### config.mk
export PLATFORM = sky130hd
export DESIGN_NAME = cmos_rtc_register_block_top_flat
export DESIGN_NICKNAME = d
export VERILOG_FILES = /design/src/design/crb_pkg.sv /design/src/design/crb_ifs.sv /design/src/design/crb_nvram.sv /design/src/design/cmos_rtc_register_block_top.sv /design/src/flat_wrapper.sv
export SDC_FILE = /design/constraint.sdc
export NUM_CORES = 2
export LEC_CHECK = 0
export ABC_CLOCK_PERIOD_IN_PS = 6380
export BUFFER_PORTS_ARGS = -buffer_cell sky130_fd_sc_hd__buf_2
export CAP_MARGIN = 10
export CORE_UTILIZATION = 37
export DETAILED_ROUTE_END_ITERATION = 8
export PLACE_DENSITY_LB_ADDON = 0.1
export SLEW_MARGIN = 20
export SYNTH_ARGS = -nofsm -noshare
export SYNTH_HDL_FRONTEND = slang
export SYNTH_HIERARCHICAL = 1
export SYNTH_SLANG_ARGS = --single-unit
### constraint.sdc
create_clock -name clk -period 6.38 [get_ports clk]
set_input_delay 0.957 -clock clk [delete_from_list [all_inputs] [get_ports clk]]
set_output_delay 0.957 -clock clk [all_outputs]
set_load 0.01 [all_outputs]
### src/design/crb_pkg.sv
// Shared constants, types and helpers of the CMOS clock and NVRAM register block.
`default_nettype none

package crb_pkg;

	// Sizing
	localparam int RAM_DEPTH        = 128;
	localparam int TICKS_PER_UPDATE = 100;
	localparam int IDX_W            = 7;
	localparam int CTL_COUNT        = 14;
	localparam int CTL_AW           = $clog2(CTL_COUNT);
	localparam int MEM_DEPTH        = RAM_DEPTH - CTL_COUNT;
	localparam int MEM_AW           = $clog2(MEM_DEPTH);
	localparam int CFG_IDX_W        = 2;
	localparam int CFG_DATA_W       = 7;

	localparam logic [IDX_W:0]   RAM_DEPTH_X   = (IDX_W + 1)'(RAM_DEPTH);
	localparam logic [IDX_W-1:0] CTL_COUNT_IDX = IDX_W'(CTL_COUNT);
	localparam logic [6:0]       TICKS_LIMIT   = 7'(TICKS_PER_UPDATE);

	// Transaction kinds
	localparam logic [2:0] MODE_PORT_READ  = 3'd0;
	localparam logic [2:0] MODE_PORT_WRITE = 3'd1;
	localparam logic [2:0] MODE_PERIODIC   = 3'd2;
	localparam logic [2:0] MODE_CENTI_TICK = 3'd3;
	localparam logic [2:0] MODE_UPDATE_END = 3'd4;

	// Configuration register indexes
	localparam logic [CFG_IDX_W-1:0] CFG_INDEX_MASK  = 2'd0;
	localparam logic [CFG_IDX_W-1:0] CFG_NMI_UPDATE  = 2'd1;
	localparam logic [CFG_IDX_W-1:0] CFG_TIME_SYNC   = 2'd2;

	// Register addresses
	localparam logic [IDX_W-1:0] REG_SEC       = 7'h00;
	localparam logic [IDX_W-1:0] REG_SEC_ALM   = 7'h01;
	localparam logic [IDX_W-1:0] REG_MIN       = 7'h02;
	localparam logic [IDX_W-1:0] REG_MIN_ALM   = 7'h03;
	localparam logic [IDX_W-1:0] REG_HOUR      = 7'h04;
	localparam logic [IDX_W-1:0] REG_HOUR_ALM  = 7'h05;
	localparam logic [IDX_W-1:0] REG_A         = 7'h0A;
	localparam logic [IDX_W-1:0] REG_B         = 7'h0B;
	localparam logic [IDX_W-1:0] REG_C         = 7'h0C;
	localparam logic [IDX_W-1:0] REG_D         = 7'h0D;
	localparam logic [IDX_W-1:0] REG_CENTURY   = 7'h32;

	localparam logic [CTL_AW-1:0] CA_SEC      = 4'h0;
	localparam logic [CTL_AW-1:0] CA_SEC_ALM  = 4'h1;
	localparam logic [CTL_AW-1:0] CA_MIN      = 4'h2;
	localparam logic [CTL_AW-1:0] CA_MIN_ALM  = 4'h3;
	localparam logic [CTL_AW-1:0] CA_HOUR     = 4'h4;
	localparam logic [CTL_AW-1:0] CA_HOUR_ALM = 4'h5;
	localparam logic [CTL_AW-1:0] CA_A        = 4'hA;
	localparam logic [CTL_AW-1:0] CA_B        = 4'hB;
	localparam logic [CTL_AW-1:0] CA_C        = 4'hC;
	localparam logic [CTL_AW-1:0] CA_D        = 4'hD;

	// Register bit positions
	localparam int A_UIP  = 7;
	localparam int B_SET  = 7;
	localparam int B_PIE  = 6;
	localparam int B_AIE  = 5;
	localparam int B_UIE  = 4;
	localparam int C_IRQF = 7;
	localparam int C_PF   = 6;
	localparam int C_AF   = 5;
	localparam int C_UF   = 4;
	localparam int D_VRT  = 7;

	localparam logic [7:0] ALARM_ANY   = 8'hC0;
	localparam logic [7:0] NO_RAM_DATA = 8'hFF;

	// Write request into the NVRAM array
	typedef struct packed {
		logic              en;
		logic [MEM_AW-1:0] addr;
		logic [7:0]        data;
	} nv_wr_t;

	// Alarm byte matches its time byte, or holds the don't-care code
	function automatic logic alarm_hit(logic [7:0] t, logic [7:0] a);
		return (a == t) || ((a & ALARM_ANY) == ALARM_ANY);
	endfunction

endpackage

`default_nettype wire

### src/design/crb_ifs.sv
// Valid/ready channel interfaces: request, response and configuration write.
`default_nettype none

interface crb_req_if;
	logic       valid;
	logic       ready;
	logic [2:0] mode;
	logic       port_select;
	logic [7:0] write_data;
	modport source (output valid, output mode, output port_select, output write_data,
		input ready);
	modport sink (input valid, input mode, input port_select, input write_data,
		output ready);
endinterface

interface crb_rsp_if;
	logic       valid;
	logic       ready;
	logic [7:0] read_data;
	logic       irq_line;
	logic       nmi_enabled;
	logic       save_needed;
	logic       time_byte_written;
	modport source (output valid, output read_data, output irq_line, output nmi_enabled,
		output save_needed, output time_byte_written, input ready);
	modport sink (input valid, input read_data, input irq_line, input nmi_enabled,
		input save_needed, input time_byte_written, output ready);
endinterface

interface crb_cfg_if;
	logic                           valid;
	logic                           ready;
	logic [crb_pkg::CFG_IDX_W-1:0]  index;
	logic [crb_pkg::CFG_DATA_W-1:0] data;
	modport source (output valid, output index, output data, input ready);
	modport sink (input valid, input index, input data, output ready);
endinterface

`default_nettype wire

### src/design/crb_nvram.sv
// NVRAM byte array above the clock registers, with reset-valid bits and a tracked read.
`default_nettype none

module crb_nvram (
	input  wire logic                       clk,
	input  wire logic                       arst_n,
	input  wire crb_pkg::nv_wr_t            wr,
	input  wire logic [crb_pkg::MEM_AW-1:0] rd_addr,
	output logic [7:0]                      rd_data
);

	logic [7:0]                    mem [crb_pkg::MEM_DEPTH];
	logic [crb_pkg::MEM_DEPTH-1:0] vld_q;
	logic [7:0]                    rd_raw_q;
	logic [7:0]                    fwd_data_q;
	logic                          rd_ok_q;
	logic                          fwd_q;

	// Store writes, read the selected entry every cycle
	always_ff @(posedge clk) begin
		if (wr.en) begin
			mem[wr.addr] <= wr.data;
		end
		rd_raw_q <= mem[rd_addr];
	end

	// Hold the last written byte for the cycle after the write
	always_ff @(posedge clk) begin
		if (wr.en) begin
			fwd_data_q <= wr.data;
		end
	end

	// Track which entries were written since reset
	always_ff @(posedge clk or negedge arst_n) begin
		if (!arst_n) begin
			vld_q   <= '0;
			rd_ok_q <= 1'b0;
			fwd_q   <= 1'b0;
		end else begin
			if (wr.en) begin
				vld_q[wr.addr] <= 1'b1;
			end
			rd_ok_q <= vld_q[rd_addr];
			fwd_q   <= wr.en;
		end
	end

	// Never-written entries read as zero; a fresh write wins over the stale read
	assign rd_data = fwd_q ? fwd_data_q : (rd_ok_q ? rd_raw_q : 8'h00);

endmodule

`default_nettype wire

### src/design/cmos_rtc_register_block_top.sv
// Top level of the CMOS clock and NVRAM register block.
// Usage:
//  req carries one transaction per item: a port read or write on the index port
//  or the data port, a periodic base tick, a centisecond tick or an update-end event.
//  rsp returns exactly one result per request: read byte (zero unless a port read),
//  interrupt level, NMI enable, sticky save mark and the time-byte-written pulse.
//  cfg writes the index mask, the NMI update enable and the time sync flag; write
//  it only while no request is in flight. cfg is always ready.
//  Result: the result of an accepted request is held in the result register.
//  Throughput: one request per cycle when not stalled; all register updates for an
//  item are done by one read-modify-write pass from the state registers into the
//  result register. The NVRAM read for the selected index is prefetched whenever the
//  index changes, so data port accesses find the byte already read.
//  Stall: while rsp.ready is low and a result is held, req.ready drops; a new
//  request is taken in the same cycle the held result leaves.
//  Reset (arst_n low): registers (bar VRT) and RAM read as zero, index mask 63, NMI
//  update enable on, time sync off, no result pending. No clearing pass is needed.
`default_nettype none

module cmos_rtc_register_block_top (
	input wire logic  clk,
	input wire logic  arst_n,
	crb_req_if.sink   req,
	crb_rsp_if.source rsp,
	crb_cfg_if.sink   cfg
);

	// Configuration registers
	logic [6:0] idx_mask_q;
	logic       nmi_upd_q;
	logic       tsync_q;

	// Clock and status state
	logic [7:0]                    ctl_q [crb_pkg::CTL_COUNT];
	logic [7:0]                    ctl_d [crb_pkg::CTL_COUNT];
	logic [crb_pkg::IDX_W-1:0]     cur_idx_q, cur_idx_d;
	logic [14:0]                   per_cnt_q, per_cnt_d;
	logic [6:0]                    cs_cnt_q, cs_cnt_d;
	logic                          uip_q, uip_d;
	logic                          pend_q, pend_d;
	logic                          irq_q, irq_d;
	logic                          nmi_q, nmi_d;
	logic                          save_q, save_d;

	// Result register
	logic       out_vld_q;
	logic [7:0] out_rd_q;
	logic       out_irq_q;
	logic       out_nmi_q;
	logic       out_save_q;
	logic       out_pulse_q;

	// Step logic
	logic                          accept;
	logic [7:0]                    rd_val;
	logic                          pulse;
	logic [7:0]                    old_val;
	logic [7:0]                    nv_rdata;
	logic                          in_ram;
	logic                          is_ctl;
	logic [crb_pkg::CTL_AW-1:0]    ctl_ix;
	logic [3:0]                    rate;
	logic [14:0]                   per_inc;
	logic [15:0]                   per_thr;
	logic [6:0]                    cs_inc;
	logic                          alarm_ok;
	logic                          nxt_in_mem;
	crb_pkg::nv_wr_t               nv_wr;
	logic [crb_pkg::MEM_AW-1:0]    nv_raddr;

	assign accept    = req.valid && req.ready;
	assign req.ready = !out_vld_q || rsp.ready;
	assign cfg.ready = 1'b1;

	// Configuration writes
	always_ff @(posedge clk or negedge arst_n) begin
		if (!arst_n) begin
			idx_mask_q <= 7'd63;
			nmi_upd_q  <= 1'b1;
			tsync_q    <= 1'b0;
		end else if (cfg.valid) begin
			case (cfg.index)
				crb_pkg::CFG_INDEX_MASK: idx_mask_q <= cfg.data[6:0];
				crb_pkg::CFG_NMI_UPDATE: nmi_upd_q  <= cfg.data[0];
				crb_pkg::CFG_TIME_SYNC:  tsync_q    <= cfg.data[0];
				default: ;
			endcase
		end
	end

	// Decode the selected register
	assign in_ram  = {1'b0, cur_idx_q} < crb_pkg::RAM_DEPTH_X;
	assign is_ctl  = cur_idx_q < crb_pkg::CTL_COUNT_IDX;
	assign ctl_ix  = is_ctl ? cur_idx_q[crb_pkg::CTL_AW-1:0] : '0;
	assign old_val = is_ctl ? ctl_q[ctl_ix] : nv_rdata;

	// Divider and tick arithmetic
	assign rate    = ctl_q[crb_pkg::CA_A][3:0];
	assign per_inc = per_cnt_q + 15'd1;
	assign per_thr = 16'd1 << (rate - 4'd1);
	assign cs_inc  = cs_cnt_q + 7'd1;

	assign alarm_ok =
		crb_pkg::alarm_hit(ctl_q[crb_pkg::CA_SEC],  ctl_q[crb_pkg::CA_SEC_ALM]) &&
		crb_pkg::alarm_hit(ctl_q[crb_pkg::CA_MIN],  ctl_q[crb_pkg::CA_MIN_ALM]) &&
		crb_pkg::alarm_hit(ctl_q[crb_pkg::CA_HOUR], ctl_q[crb_pkg::CA_HOUR_ALM]);

	// Apply one transaction to the state
	always_comb begin
		ctl_d     = ctl_q;
		cur_idx_d = cur_idx_q;
		per_cnt_d = per_cnt_q;
		cs_cnt_d  = cs_cnt_q;
		uip_d     = uip_q;
		pend_d    = pend_q;
		irq_d     = irq_q;
		nmi_d     = nmi_q;
		save_d    = save_q;
		rd_val    = 8'h00;
		pulse     = 1'b0;
		nv_wr     = '0;
		if (accept) begin
			case (req.mode)
				crb_pkg::MODE_PORT_READ: begin
					if (!req.port_select) begin
						rd_val = {1'b0, cur_idx_q};
					end else if (!in_ram) begin
						rd_val = crb_pkg::NO_RAM_DATA;
					end else if (cur_idx_q == crb_pkg::REG_A) begin
						rd_val = {uip_q, ctl_q[crb_pkg::CA_A][6:0]};
					end else if (cur_idx_q == crb_pkg::REG_C) begin
						rd_val                  = ctl_q[crb_pkg::CA_C];
						ctl_d[crb_pkg::CA_C]    = 8'h00;
						irq_d                   = 1'b0;
					end else if (cur_idx_q == crb_pkg::REG_D) begin
						rd_val                            = ctl_q[crb_pkg::CA_D];
						rd_val[crb_pkg::D_VRT]            = 1'b1;
						ctl_d[crb_pkg::CA_D][crb_pkg::D_VRT] = 1'b1;
					end else begin
						rd_val = old_val;
					end
				end
				crb_pkg::MODE_PORT_WRITE: begin
					if (!req.port_select) begin
						cur_idx_d = req.write_data[6:0] & idx_mask_q;
						if (nmi_upd_q) begin
							nmi_d = !req.write_data[7];
						end
					end else if (in_ram && cur_idx_q != crb_pkg::REG_C &&
						cur_idx_q != crb_pkg::REG_D) begin
						if (cur_idx_q > crb_pkg::REG_D && old_val != req.write_data) begin
							save_d = 1'b1;
						end
						if (is_ctl) begin
							ctl_d[ctl_ix] = req.write_data;
						end else begin
							nv_wr.en   = 1'b1;
							nv_wr.addr = crb_pkg::MEM_AW'(cur_idx_q - crb_pkg::CTL_COUNT_IDX);
							nv_wr.data = req.write_data;
						end
						if (cur_idx_q == crb_pkg::REG_A) begin
							per_cnt_d = '0;
						end
						// Entering SET mode stops the update cycle
						if (cur_idx_q == crb_pkg::REG_B && !old_val[crb_pkg::B_SET] &&
							req.write_data[crb_pkg::B_SET]) begin
							ctl_d[crb_pkg::CA_A][crb_pkg::A_UIP] = 1'b0;
							ctl_d[crb_pkg::CA_B][crb_pkg::B_UIE] = 1'b0;
						end
						// Flag a changed time or century byte
						if ((cur_idx_q < crb_pkg::REG_A || cur_idx_q == crb_pkg::REG_CENTURY) &&
							cur_idx_q != crb_pkg::REG_SEC_ALM &&
							cur_idx_q != crb_pkg::REG_MIN_ALM &&
							cur_idx_q != crb_pkg::REG_HOUR_ALM &&
							old_val != req.write_data && !tsync_q) begin
							pulse  = 1'b1;
							save_d = 1'b1;
						end
					end
				end
				crb_pkg::MODE_PERIODIC: begin
					if (rate == 4'd0) begin
						per_cnt_d = '0;
					end else if ({1'b0, per_inc} >= per_thr) begin
						per_cnt_d                            = '0;
						ctl_d[crb_pkg::CA_C][crb_pkg::C_PF] = 1'b1;
						if (ctl_q[crb_pkg::CA_B][crb_pkg::B_PIE]) begin
							ctl_d[crb_pkg::CA_C][crb_pkg::C_IRQF] = 1'b1;
							irq_d                                 = 1'b1;
						end
					end else begin
						per_cnt_d = per_inc;
					end
				end
				crb_pkg::MODE_CENTI_TICK: begin
					if (cs_inc >= crb_pkg::TICKS_LIMIT) begin
						cs_cnt_d = '0;
						if (!ctl_q[crb_pkg::CA_B][crb_pkg::B_SET]) begin
							uip_d  = 1'b1;
							pend_d = 1'b1;
						end
					end else begin
						cs_cnt_d = cs_inc;
					end
				end
				crb_pkg::MODE_UPDATE_END: begin
					if (pend_q) begin
						pend_d = 1'b0;
						if (!ctl_q[crb_pkg::CA_B][crb_pkg::B_SET]) begin
							uip_d = 1'b0;
							if (alarm_ok) begin
								ctl_d[crb_pkg::CA_C][crb_pkg::C_AF] = 1'b1;
								if (ctl_q[crb_pkg::CA_B][crb_pkg::B_AIE]) begin
									ctl_d[crb_pkg::CA_C][crb_pkg::C_IRQF] = 1'b1;
									irq_d                                 = 1'b1;
								end
							end
							ctl_d[crb_pkg::CA_C][crb_pkg::C_UF] = 1'b1;
							if (ctl_q[crb_pkg::CA_B][crb_pkg::B_UIE]) begin
								ctl_d[crb_pkg::CA_C][crb_pkg::C_IRQF] = 1'b1;
								irq_d                                 = 1'b1;
							end
						end
					end
				end
				default: ;
			endcase
		end
	end

	// Prefetch the NVRAM byte at the index that holds after this cycle
	assign nxt_in_mem = cur_idx_d >= crb_pkg::CTL_COUNT_IDX &&
		{1'b0, cur_idx_d} < crb_pkg::RAM_DEPTH_X;
	assign nv_raddr = nxt_in_mem ?
		crb_pkg::MEM_AW'(cur_idx_d - crb_pkg::CTL_COUNT_IDX) : '0;

	crb_nvram u_nvram (
		.clk     (clk),
		.arst_n  (arst_n),
		.wr      (nv_wr),
		.rd_addr (nv_raddr),
		.rd_data (nv_rdata)
	);

	// Hold state
	always_ff @(posedge clk or negedge arst_n) begin
		if (!arst_n) begin
			for (int i = 0; i < crb_pkg::CTL_COUNT; i++) begin
				ctl_q[i] <= 8'h00;
			end
			cur_idx_q <= '0;
			per_cnt_q <= '0;
			cs_cnt_q  <= '0;
			uip_q     <= 1'b0;
			pend_q    <= 1'b0;
			irq_q     <= 1'b0;
			nmi_q     <= 1'b0;
			save_q    <= 1'b0;
		end else begin
			ctl_q     <= ctl_d;
			cur_idx_q <= cur_idx_d;
			per_cnt_q <= per_cnt_d;
			cs_cnt_q  <= cs_cnt_d;
			uip_q     <= uip_d;
			pend_q    <= pend_d;
			irq_q     <= irq_d;
			nmi_q     <= nmi_d;
			save_q    <= save_d;
		end
	end

	// Result valid: set on accept, drop when taken
	always_ff @(posedge clk or negedge arst_n) begin
		if (!arst_n) begin
			out_vld_q <= 1'b0;
		end else if (accept) begin
			out_vld_q <= 1'b1;
		end else if (rsp.ready) begin
			out_vld_q <= 1'b0;
		end
	end

	// Result payload
	always_ff @(posedge clk) begin
		if (accept) begin
			out_rd_q    <= rd_val;
			out_irq_q   <= irq_d;
			out_nmi_q   <= nmi_d;
			out_save_q  <= save_d;
			out_pulse_q <= pulse;
		end
	end

	assign rsp.valid             = out_vld_q;
	assign rsp.read_data         = out_rd_q;
	assign rsp.irq_line          = out_irq_q;
	assign rsp.nmi_enabled       = out_nmi_q;
	assign rsp.save_needed       = out_save_q;
	assign rsp.time_byte_written = out_pulse_q;

endmodule

`default_nettype wire

### src/flat_wrapper.sv
// flat-port wrapper written by rule: the top's interface ports become plain ports
module cmos_rtc_register_block_top_flat 
  (clk, arst_n, req_valid, req_mode, req_port_select, req_write_data, req_ready, rsp_valid, rsp_read_data, rsp_irq_line, rsp_nmi_enabled, rsp_save_needed, rsp_time_byte_written, rsp_ready, cfg_valid, cfg_index, cfg_data, cfg_ready);
  crb_req_if req_i ();
  crb_rsp_if rsp_i ();
  crb_cfg_if cfg_i ();
  input wire logic clk;
  input wire logic arst_n;
  input wire logic [$bits(req_i.valid)-1:0] req_valid;
  input wire logic [$bits(req_i.mode)-1:0] req_mode;
  input wire logic [$bits(req_i.port_select)-1:0] req_port_select;
  input wire logic [$bits(req_i.write_data)-1:0] req_write_data;
  output wire logic [$bits(req_i.ready)-1:0] req_ready;
  output wire logic [$bits(rsp_i.valid)-1:0] rsp_valid;
  output wire logic [$bits(rsp_i.read_data)-1:0] rsp_read_data;
  output wire logic [$bits(rsp_i.irq_line)-1:0] rsp_irq_line;
  output wire logic [$bits(rsp_i.nmi_enabled)-1:0] rsp_nmi_enabled;
  output wire logic [$bits(rsp_i.save_needed)-1:0] rsp_save_needed;
  output wire logic [$bits(rsp_i.time_byte_written)-1:0] rsp_time_byte_written;
  input wire logic [$bits(rsp_i.ready)-1:0] rsp_ready;
  input wire logic [$bits(cfg_i.valid)-1:0] cfg_valid;
  input wire logic [$bits(cfg_i.index)-1:0] cfg_index;
  input wire logic [$bits(cfg_i.data)-1:0] cfg_data;
  output wire logic [$bits(cfg_i.ready)-1:0] cfg_ready;
  assign req_i.valid = req_valid;
  assign req_i.mode = req_mode;
  assign req_i.port_select = req_port_select;
  assign req_i.write_data = req_write_data;
  assign req_ready = req_i.ready;
  assign rsp_valid = rsp_i.valid;
  assign rsp_read_data = rsp_i.read_data;
  assign rsp_irq_line = rsp_i.irq_line;
  assign rsp_nmi_enabled = rsp_i.nmi_enabled;
  assign rsp_save_needed = rsp_i.save_needed;
  assign rsp_time_byte_written = rsp_i.time_byte_written;
  assign rsp_i.ready = rsp_ready;
  assign cfg_i.valid = cfg_valid;
  assign cfg_i.index = cfg_index;
  assign cfg_i.data = cfg_data;
  assign cfg_ready = cfg_i.ready;
  cmos_rtc_register_block_top u_core (.clk(clk), .arst_n(arst_n), .req(req_i), .rsp(rsp_i), .cfg(cfg_i));
endmodule
==> impl_metrics.ini <==
[logic_synthesis]
synth_top_family_by_area = multiplexers
synth.area.mux_share_pct = 15.95
synth_area_in_compound_gates_pct = 4.901
synth_cell_types = 98
ys_dominant_reg_cell = sky130_fd_sc_hd__edfxtp_1
synthXorXnorAreaFrac_pct = 0.7766
synth-seq-cells = 1212
synth_simple_gate_area_share_pct = 6.861
synth_edf_count = 932
synth.largest_area_cell = sky130_fd_sc_hd__edfxtp_1
synth_sequential_area_ratio_pct = 68.89
list_of_most_frequent_post_synthesis_cells = sky130_fd_sc_hd__edfxtp_1, sky130_fd_sc_hd__dfrtp_1, sky130_fd_sc_hd__mux4_2
synth.most_common_cell = sky130_fd_sc_hd__edfxtp_1
synth_cells = 2986
syn-cell-area_um2 = 50750
post-synth-top-area-fraction_pct = 55.15
synthAdderAreaFrac_pct = 0.5177
ys_warn_count = 6
synthesis.nets = 3033
synth_top_cells_by_area = sky130_fd_sc_hd__edfxtp_1, sky130_fd_sc_hd__dfrtp_1, sky130_fd_sc_hd__mux4_2
async_reset_ff_share_pct = 22.44
syn_avg_cell_area_um2 = 17.00

[timing]
fin_skew_ps = 24.38
total_negative_setup_slack_ps = 0
finalCritPeriodShare_pct = 82.84
timing.slew.headroom_pct = 23.67
setup_ws_ps = 1095
final_period_minus_worst_setup_slack_ps = 5285
max_slew.worst_pin.slew_ps = 1141
maxSlewViolCount = 0
achievable-frequency_ghz = 0.1892
minimum_hold_slack_ps = 189.7
finalHoldViolCount = 0
rsz0062_at_grt = false
setup_violations = 0

[placed_design]
place_ws_ps = 250.3
dpl.hpwl_um = 90890
placement.io_buffers = 39
globalplace.congestion = 0.8792

[global_route]
grt_remaining_overflow = 0
antenna_found_initial = 0
grt_pass1_wl_um = 208400
via_count_of_the_first_global_routing_pass = 28973
groute.usage.overall_pct = 20.83
largest_net_degree_at_the_start_of_global_routing = 140

[power]
ir_drop_v = 0.0002367
power_consumption_mw = 19.73
p_leak_nw = 18.22
power.density_nw_per_um2 = 340.0

[setup_path]
critical-path-top-cell-by-count = sky130_fd_sc_hd__buf_4
worst-path-buf-inv = 5
critical_path.max_stage_delay_ps = 720
worst_ep_required_time_ps = 6990
critical-path-slowest-cell = sky130_fd_sc_hd__a211oi_1
setup.worst_path.end_class = flip-flop
critical_path_peak_fanout = 37
timing.critical_path.cells = buf_2 -> nor3_1 -> nand4_1 -> buf_4 -> o21ai_0 -> ha_1 -> a21oi_1 -> nor3b_2 -> buf_4 -> nor2_4 -> buf_12 -> buf_4 -> mux4_2 -> nor2b_1 -> a211oi_1 -> a21oi_1 -> a211oi_1 -> o311ai_1
worst-endpoint-arrival_ps = 5890
cpLargestDelayFamily = compound AO/OA/AOI/OAI gates
r2r_setup_slack_ps = 1240
criticalPathCategory = in2reg
timing.critical_path.from_type = input pin

[cts]
post_cts_resize_count = 0
cts.root.buffer_cell = sky130_fd_sc_hd__clkbuf_16
cts_tree = yes
ctsHtreeMaxLevel = 4
clock_sinks = 1212
clock_tree.buffer_depth = 3
cts_hold_buf = 0
clkSlewWorstSetupHoldPaths_ps = 60
setup_buffers_after_cts = 0
num_cts_buffers = 136
clock_insertion_delay_worst_skew_ps = 780

[cells_and_area]
seqCellArea_um2 = 34960
final_layout_fill_cell_count = 12045
combined_area_of_the_multi_input_logic_cells_um2 = 14850
area.growth.synth_to_final_pct = 14.32
final_layout_size_suffix_gt1_share_pct = 28.49
design.final.nets = 3151
n_antenna_cell = 0

[floorplanning]
pin_count = 41
fp.coreArea_um2 = 135800
floorplan.die_area_um2 = 138600
initial_core_util_pct = 37.37
num_rows = 135
die_w_um = 372.4
die_h_um = 372.4

[drt]
drc = 0
finalWirelength_um = 142500
postRouteAntennaNets = 0
route.detailed.wl_per_inst_um = 28.49
via_per_inst = 5.604
dr_total_vias = 28018
dr.pass1.iters = 5
detail_route.iter0.violations = 2198

[run_status]
run_status = complete, no violations

[flow_run]
max_cap_viol_count = 0

[worst_hold_path]
worst_hold_path_type = in2async
==> area by class of cell <==
cell class | count | area share (%)
inverters | 17 | 0.1100
well taps | 1781 | 3.841
repair buffers | 158 | 2.230
clock buffers | 192 | 6.722
multi-input cells | 1579 | 25.59
clock inverters | 61 | 1.242
flip-flops and latches | 1212 | 60.26
==> sequential cells by signal (all words and copies together), names as in the netlist, 7 cells and up <==
register	cells
u_core/rsp.read_data	8
u_core/u_nvram/mem	912
u_core/u_nvram/fwd_data_q	8
u_core/cur_idx_q	7
u_core/ctl_q	112
u_core/per_cnt_q	15
u_core/u_nvram/vld_q	114
u_core/u_nvram/rd_raw_q	8
u_core/idx_mask_q	7
u_core/cs_cnt_q	7
==> layout by cell type (no fill, tap or decap), types with 39 or more instances in the layout <==
cell type | netlist | layout
sky130_fd_sc_hd__nor2b_1 | 42 | 39
sky130_fd_sc_hd__mux4_2 | 241 | 241
sky130_fd_sc_hd__nor2_1 | 176 | 169
sky130_fd_sc_hd__nand3_1 | 63 | 63
sky130_fd_sc_hd__mux2i_1 | 120 | 120
sky130_fd_sc_hd__or2_2 | 122 | 122
sky130_fd_sc_hd__nand2_1 | 126 | 125
sky130_fd_sc_hd__clkbuf_16 | 0 | 141
sky130_fd_sc_hd__dfrtp_1 | 265 | 264
sky130_fd_sc_hd__o21ai_0 | 46 | 45
sky130_fd_sc_hd__buf_4 | 20 | 104
sky130_fd_sc_hd__mux2_2 | 129 | 129
sky130_fd_sc_hd__edfxtp_1 | 932 | 932
sky130_fd_sc_hd__a21oi_1 | 60 | 60
==> per-layer routing <==
metal  up-vias  track usage, %  routed length (µm)
met5         -               0                   0
met4         0           5.871                3030
met3       170           2.966                6202
met2       741           34.10               69730
met1     15080           28.94               63500
li1      12027               -                   -
==> worst paths after layout <==
kind / cells past startpoint / start / to
setup / recovery: 18 / req_port_select / u_core/u_nvram/rd_raw_q[5]
hold / removal: 1 / arst_n / u_core/cs_cnt_q[2]
setup reg to reg: 17 / u_core/rsp.valid / u_core/u_nvram/rd_raw_q[5]
hold reg to reg: 0 / u_core/ctl_q[6] / u_core/ctl_q[6]
max in group asynchronous: 2 / arst_n / u_core/u_nvram/vld_q[68]
min in group clk: 0 / u_core/ctl_q[6] / u_core/ctl_q[6]
==> kinds of logic after synthesis <==
logic type      count (synthesis)
other cells                     1
xor+xnor                       45
compound gates                348
mux                           491
simple gates                  673
fa+ha+maj                      21
flops                        1212
buf+inv                       195
==> report_power, final <==
group	internal, mW	total (mW)	switching [mW]
clock network	4.75	8.01	3.26
registers	8.54	8.66	0.119
logic	1.07	3.06	1.99
==> through the flow <==
stage	instances	cell area, µm²	utilization [%]
finish	5000	58020	42.72
global route	5000	58020	42.72
global placement	4744	53310	39.26
detailed placement	4745	53340	39.28
floorplan	2986	50750	-
CTS	4998	57960	42.68
Power figures use the tool's default switching activity.
